### config.mk
export PLATFORM = sky130hd
export DESIGN_NAME = ring_angle_distance_core
export DESIGN_NICKNAME = d
export VERILOG_FILES = /design/src/rtl/rad_pkg.sv /design/src/rtl/rad_ctrl.sv /design/src/rtl/rad_datapath.sv /design/src/rtl/ring_angle_distance_core.sv
export SDC_FILE = /design/constraint.sdc
export NUM_CORES = 1
export LEC_CHECK = 0
export ABC_AREA = 1
export BUFFER_PORTS_ARGS = -buffer_cell sky130_fd_sc_hd__buf_2
export CAP_MARGIN = 15
export CELL_PAD_IN_SITES_DETAIL_PLACEMENT = 1
export CELL_PAD_IN_SITES_GLOBAL_PLACEMENT = 2
export CORE_AREA = 4 4 178 180
export CTS_CLUSTER_DIAMETER = 100
export DETAILED_ROUTE_END_ITERATION = 6
export DIE_AREA = 0 0 182 184
export HOLD_SLACK_MARGIN = 0.03
export PLACE_DENSITY = 0.95
export SETUP_SLACK_MARGIN = 0.02
export SLEW_MARGIN = 15
export SYNTH_ARGS = -nofsm -noshare
export SYNTH_HDL_FRONTEND = slang
export SYNTH_SLANG_ARGS = --single-unit
export TNS_END_PERCENT = 50
### constraint.sdc
create_clock -name clk -period 9.96 [get_ports clk]
set_input_delay 0.498 -clock clk [delete_from_list [all_inputs] [get_ports clk]]
set_output_delay 0.498 -clock clk [all_outputs]
set_load 0.005 [all_outputs]
### src/rtl/rad_pkg.sv
package rad_pkg;

  localparam int SUM_W   = 14;
  localparam int DIST_W  = 15;
  localparam int ANGLE_W = 3;
  localparam int SQ_W    = 4;

  // (pi/3)^2 in unsigned Q24, rounded to nearest.
  localparam int KQ_W = 25;
  localparam logic [KQ_W-1:0] KQ24 = 25'd18398276;

  localparam int PROD_W     = SUM_W + KQ_W;
  localparam int RAD_W      = 32;
  localparam int ROOT_W     = RAD_W / 2;
  localparam int REM_W      = ROOT_W + 4;
  localparam int ROOT_STEPS = RAD_W / 2;
  localparam int STEP_W     = $clog2(ROOT_STEPS);

  typedef struct packed {
    logic [ANGLE_W-1:0] angle_a;
    logic [ANGLE_W-1:0] angle_b;
    logic               last;
  } rad_in_t;

  typedef struct packed {
    logic [SUM_W-1:0]  square_sum;
    logic [DIST_W-1:0] distance_q8;
    logic              overflow;
  } rad_out_t;

  typedef struct packed {
    logic accumulate;
    logic launch;
    logic mul_en;
    logic root_step;
    logic out_load;
  } rad_cmd_t;

  // Squared step distance on the six-step ring; codes 6 and 7 wrap to 0 and 1.
  function automatic logic [SQ_W-1:0] ring_square(input logic [ANGLE_W-1:0] a,
                                                    input logic [ANGLE_W-1:0] b);
    logic [ANGLE_W-1:0] ra;
    logic [ANGLE_W-1:0] rb;
    logic [ANGLE_W-1:0] d;
    ra = (a >= 3'd6) ? a - 3'd6 : a;
    rb = (b >= 3'd6) ? b - 3'd6 : b;
    d  = (ra >= rb) ? ra - rb : rb - ra;
    if (d > 3'd3) begin
      d = 3'd6 - d;
    end
    case (d)
      3'd0:    ring_square = 4'd0;
      3'd1:    ring_square = 4'd1;
      3'd2:    ring_square = 4'd4;
      3'd3:    ring_square = 4'd9;
      default: ring_square = 4'd0;
    endcase
  endfunction

endpackage

### src/rtl/rad_ctrl.sv
module rad_ctrl
  import rad_pkg::*;
(
  input  logic     clk,
  input  logic     rst,
  input  logic     in_valid,
  input  logic     in_last,
  output logic     in_stall,
  output logic     out_valid,
  input  logic     out_stall,
  output rad_cmd_t cmd
);

  typedef enum logic [1:0] {
    S_ACC,
    S_MUL,
    S_ROOT,
    S_FIN
  } state_t;

  state_t            state;
  logic [STEP_W-1:0] step;
  logic              accept;

  // A closing item waits until the previous result has been taken.
  assign in_stall = (state != S_ACC) || (in_last && out_valid);
  assign accept   = in_valid && !in_stall;

  always_comb begin
    cmd.accumulate = accept;
    cmd.launch     = accept && in_last;
    cmd.mul_en     = (state == S_MUL);
    cmd.root_step  = (state == S_ROOT);
    cmd.out_load   = (state == S_FIN);
  end

  always_ff @(posedge clk) begin
    if (rst) begin
      state     <= S_ACC;
      step      <= '0;
      out_valid <= 1'b0;
    end else begin
      case (state)
        S_ACC: begin
          if (accept && in_last) begin
            state <= S_MUL;
          end
        end
        S_MUL: begin
          state <= S_ROOT;
          step  <= '0;
        end
        S_ROOT: begin
          step <= step + 1'b1;
          if (step == STEP_W'(ROOT_STEPS - 1)) begin
            state <= S_FIN;
          end
        end
        S_FIN: begin
          state <= S_ACC;
        end
        default: begin
          state <= S_ACC;
        end
      endcase

      if (state == S_FIN) begin
        out_valid <= 1'b1;
      end else if (out_valid && !out_stall) begin
        out_valid <= 1'b0;
      end
    end
  end

endmodule

### src/rtl/rad_datapath.sv
module rad_datapath
  import rad_pkg::*;
#(
  parameter int MAX_SITES = 1024
) (
  input  logic     clk,
  input  logic     rst,
  input  rad_in_t  in_data,
  input  rad_cmd_t cmd,
  output rad_out_t out_data
);

  localparam int CNT_W = $clog2(MAX_SITES + 1);

  logic [SUM_W-1:0]  running_sum;
  logic [CNT_W-1:0]  pair_count;
  logic              saturated_flag;

  logic [SQ_W-1:0]   sq;
  logic [SUM_W-1:0]  sum_next;
  logic [CNT_W-1:0]  count_next;
  logic              sat_next;

  logic [SUM_W-1:0]  snap_sum;
  logic              snap_sat;
  logic [PROD_W-1:0] product;

  logic [RAD_W-1:0]  radicand;
  logic [REM_W-1:0]  rem;
  logic [ROOT_W-1:0] root;
  logic [REM_W-1:0]  rem_shift;
  logic [REM_W-1:0]  trial;

  assign sq = ring_square(in_data.angle_a, in_data.angle_b);

  always_comb begin
    if (pair_count >= CNT_W'(MAX_SITES)) begin
      sum_next   = running_sum;
      count_next = pair_count;
      sat_next   = 1'b1;
    end else begin
      sum_next   = running_sum + SUM_W'(sq);
      count_next = pair_count + 1'b1;
      sat_next   = saturated_flag;
    end
  end

  always_ff @(posedge clk) begin
    if (rst) begin
      running_sum    <= '0;
      pair_count     <= '0;
      saturated_flag <= 1'b0;
    end else if (cmd.launch) begin
      running_sum    <= '0;
      pair_count     <= '0;
      saturated_flag <= 1'b0;
    end else if (cmd.accumulate) begin
      running_sum    <= sum_next;
      pair_count     <= count_next;
      saturated_flag <= sat_next;
    end
  end

  assign product = PROD_W'(snap_sum) * PROD_W'(KQ24);

  // One result bit per step: bring down two radicand bits, try (root << 2) | 1.
  assign rem_shift = {rem[REM_W-3:0], radicand[RAD_W-1 -: 2]};
  assign trial     = {2'b00, root, 2'b01};

  always_ff @(posedge clk) begin
    if (cmd.launch) begin
      snap_sum <= sum_next;
      snap_sat <= sat_next;
    end
    if (cmd.mul_en) begin
      radicand <= RAD_W'(product >> 8);
      rem      <= '0;
      root     <= '0;
    end else if (cmd.root_step) begin
      radicand <= radicand << 2;
      if (rem_shift >= trial) begin
        rem  <= rem_shift - trial;
        root <= {root[ROOT_W-2:0], 1'b1};
      end else begin
        rem  <= rem_shift;
        root <= {root[ROOT_W-2:0], 1'b0};
      end
    end
    if (cmd.out_load) begin
      out_data.square_sum  <= snap_sum;
      out_data.distance_q8 <= root[DIST_W-1:0];
      out_data.overflow    <= snap_sat;
    end
  end

endmodule

### src/rtl/ring_angle_distance_core.sv
// Channel | Signals                      | Payload
// input   | in_valid, in_stall, in_data  | rad_in_t  (angle_a, angle_b, last)
// output  | out_valid, out_stall, out_data | rad_out_t (square_sum, distance_q8, overflow)
//
// An item without last is accepted every cycle while the core is idle and only updates the running sum.
// An item with last holds off the next item until its result is done: it is
// accumulated, then goes through the 14 x 25 bit scaling multiply and 16 steps of
// the one-bit-per-cycle square root unit, and then the output register is loaded.
// Reset is synchronous and clears the sum, the pair count and the result valid.
// A waiting result blocks only the next item with last; other items keep flowing.
module ring_angle_distance_core
  import rad_pkg::*;
#(
  parameter int MAX_SITES = 1024
) (
  input  logic     clk,
  input  logic     rst,
  input  logic     in_valid,
  output logic     in_stall,
  input  rad_in_t  in_data,
  output logic     out_valid,
  input  logic     out_stall,
  output rad_out_t out_data
);

  rad_cmd_t cmd;

  rad_ctrl u_ctrl (
    .clk       (clk),
    .rst       (rst),
    .in_valid  (in_valid),
    .in_last   (in_data.last),
    .in_stall  (in_stall),
    .out_valid (out_valid),
    .out_stall (out_stall),
    .cmd       (cmd)
  );

  rad_datapath #(
    .MAX_SITES (MAX_SITES)
  ) u_datapath (
    .clk      (clk),
    .rst      (rst),
    .in_data  (in_data),
    .cmd      (cmd),
    .out_data (out_data)
  );

endmodule

==> run summary <==
Root Buffer -> clkbuf_16
register area -> 3640 um^2
Area contributors post-synth -> edfxtp_1, ha_1, fa_1
Setup crit end kind -> flop
clock buffer count from CTS -> 17
Worst-Skew Late Latency -> 0.44 ns
worst path arrival time -> 5.98 ns
first-pass GRT wire length -> 58.1 mm
worst min path class -> input port to flop
nature of the critical path startpoint -> flop
fill cell count -> 3,710
DP Worst Slack -> 4.13 ns
CTS tree -> built
Post-synth EDFFs -> 76
Max Root-Sink Buffers -> 2
Post-Syn Instances -> 1,557
Final min period -> 5.80 ns
Final Hold Fails -> 0
final slew viol count -> 0
num rows -> 64
Post-synth ARST share -> 0%
post-route clock skew -> 0.0179 ns
routed vias/inst -> 5.22
vias in the first global route -> 11,209
Die Area -> 33,500 um^2
DP HPWL -> 27.4 mm
Post-CTS Resized -> 0
core box area -> 30,200 um^2
top-count cell post-synth -> nand2_1
input/output buffers -> 42
Die H -> 184 um
Fmax achieved -> 172 MHz
chip width -> 182 um
drt total wl -> 35.5 mm
Yosys reg bits -> 144
design area -> 13,700 um^2
Area growth syn-to-layout -> 9.61%
worst-margin pin slew -> 0.985 ns
Setup CP Type -> flop to flop
RSZ-0062 raised after global routing -> false
GRT overflow -> 0
syn avg cell area -> 8.00 um^2
post-synthesis cell type count -> 48
Hold WS -> 0.324 ns
crit share post-route -> 58.2%
# clock sinks -> 144
Worst Path Required -> 10.14 ns
Antenna Cells -> 0
Main synth FF type -> edfxtp_1
share of post-route cells with drive strength above 1 -> 6.77%
warnings from Yosys -> 0
I/O pins -> 43
final worst slack -> 4.16 ns
syn nets -> 1,809
Routed Antenna Nets -> 0
DRC Markers -> 0
placed inst area -> 13,100 um^2
synthesized cell area -> 12,500 um^2
Avg WL per Cell -> 17.7 um
share of the synthesized area in the top cell type -> 18.3%
TritonRoute pass-1 iters -> 5
area of the multi-input gates -> 7610 um^2
DRT iter0 DRCs -> 505
hold-fix buffers at CTS -> 0
setup TNS -> 0 ns
slew margin rel. -> 34.3%
Synth top cells by count -> nand2_1, inv_1, ha_1, nor2_1, a21oi_1
via count -> 10,476
clock slew at reported path FFs -> 0.07 ns
Max-Cap Viols -> 0
H-tree depth -> 4
initial antenna violation count -> 0
NumNets Final -> 1,850
GP Congestion -> 0.863
Seq/Total Area, Yosys -> 29.2%
GRT Total Usage -> 21.5%
setup violators final -> 0
Crit Path Max Fanout -> 10
status -> finished, final reports clean
Post-CTS Setup Inserts -> 0
Starting Density -> 41.3%
cell taking the most area after synthesis -> edfxtp_1
largest net degree at the start of global routing -> 67
state kept, by name, indices dropped and copies added (netlist names):
register and count:
u_ctrl.out_valid 1, u_ctrl.state 2, u_ctrl.step 4, u_datapath.out_data 30, u_datapath.pair_count 11, u_datapath.radicand 32
u_datapath.rem 18, u_datapath.root 16, u_datapath.running_sum 14, u_datapath.saturated_flag 1, u_datapath.snap_sat 1, u_datapath.snap_sum 14
worst paths after layout:
kind / endpoint / start / cells past startpoint / slack, ns
setup reg to reg: u_datapath.radicand[17] / u_datapath.snap_sum[13] / 17 / 4.16
setup / recovery: u_datapath.radicand[17] / u_datapath.snap_sum[13] / 17 / 4.16
hold / removal: u_ctrl.out_valid / out_stall / 3 / 0.32
hold reg to reg: u_datapath.out_data[0] / u_datapath.snap_sat / 0 / 0.44
through the flow:
stage | std cells | utilization [%]
global route | 2007 | 45.2
finish | 2007 | 45.2
CTS | 2007 | 45.2
global placement | 1975 | 43.4
detailed placement | 1975 | 43.4
floorplan | 1557 | -
layout by cell type (no fill, tap or decap), types with 3 or more instances in the layout:
cell type,netlist,final
nand2_1,365,365
inv_1,286,285
ha_1,169,167
nor2_1,95,95
a21oi_1,94,94
nand3_1,78,78
edfxtp_1,76,76
o21ai_0,74,74
fa_1,72,72
dfxtp_1,68,68
buf_2,4,42
nand4_1,23,23
nor3_1,22,22
xor2_1,17,17
clkbuf_16,0,17
nand3b_1,16,16
xnor2_1,13,13
o21a_1,6,6
inv_6,0,5
nor4_1,4,4
o21ai_1,4,4
or2_2,4,4
o21bai_1,4,4
and2_1,4,4
nand2_2,4,4
inv_2,4,4
nor2_2,4,4
buf_4,2,4
clkinv_1,2,3
a31oi_1,3,3
inv_4,0,3
per-layer routing:
layer / track usage, % / up-vias / wire [um]
li1: - / 5097 / -
met1: 28.4 / 5201 / 16300
met2: 38.0 / 152 / 17800
met3: 2.99 / 26 / 919
met4: 4.47 / 0 / 412
met5: 0 / - / 0
final cells by class:
cell class | count | area share, %
Inverter | 292 | 8.04
Clock buffer | 18 | 3.22
Multi-Input combinational cell | 1097 | 55.8
Tap cell | 396 | 3.63
Clock inverter | 14 | 0.925
Timing Repair Buffer | 46 | 1.76
Sequential cell | 144 | 26.7
critical path: stages, from the launching register on:
cell	delay (ns)
edfxtp_1	0.85
fa_1	0.58
xor2_1	0.17
ha_1	0.28
inv_1	0.06
fa_1	0.53
fa_1	0.55
inv_1	0.05
fa_1	0.57
fa_1	0.42
ha_1	0.42
nand2_1	0.13
nor2_1	0.27
nand2_1	0.14
a21oi_1	0.20
o21ai_0	0.11
nand3_1	0.15
nand2_1	0.07
cells by family (layout without fill, tap and decap cells):
family | count (synthesis) | after routing | share of synthesized area [%]
buffers and inverters | 316 | 370 | 9.68
AND/OR/NAND/NOR | 632 | 632 | 22.1
adder cells (fa/ha/maj) | 241 | 241 | 28.5
XOR/XNOR | 30 | 30 | 2.11
AO/OA/AOI/OAI | 194 | 194 | 8.29
flip-flops | 144 | 144 | 29.2
Power is not shown: default switching activity piles up to over one toggle a cycle in this logic, so the estimate is an artifact.
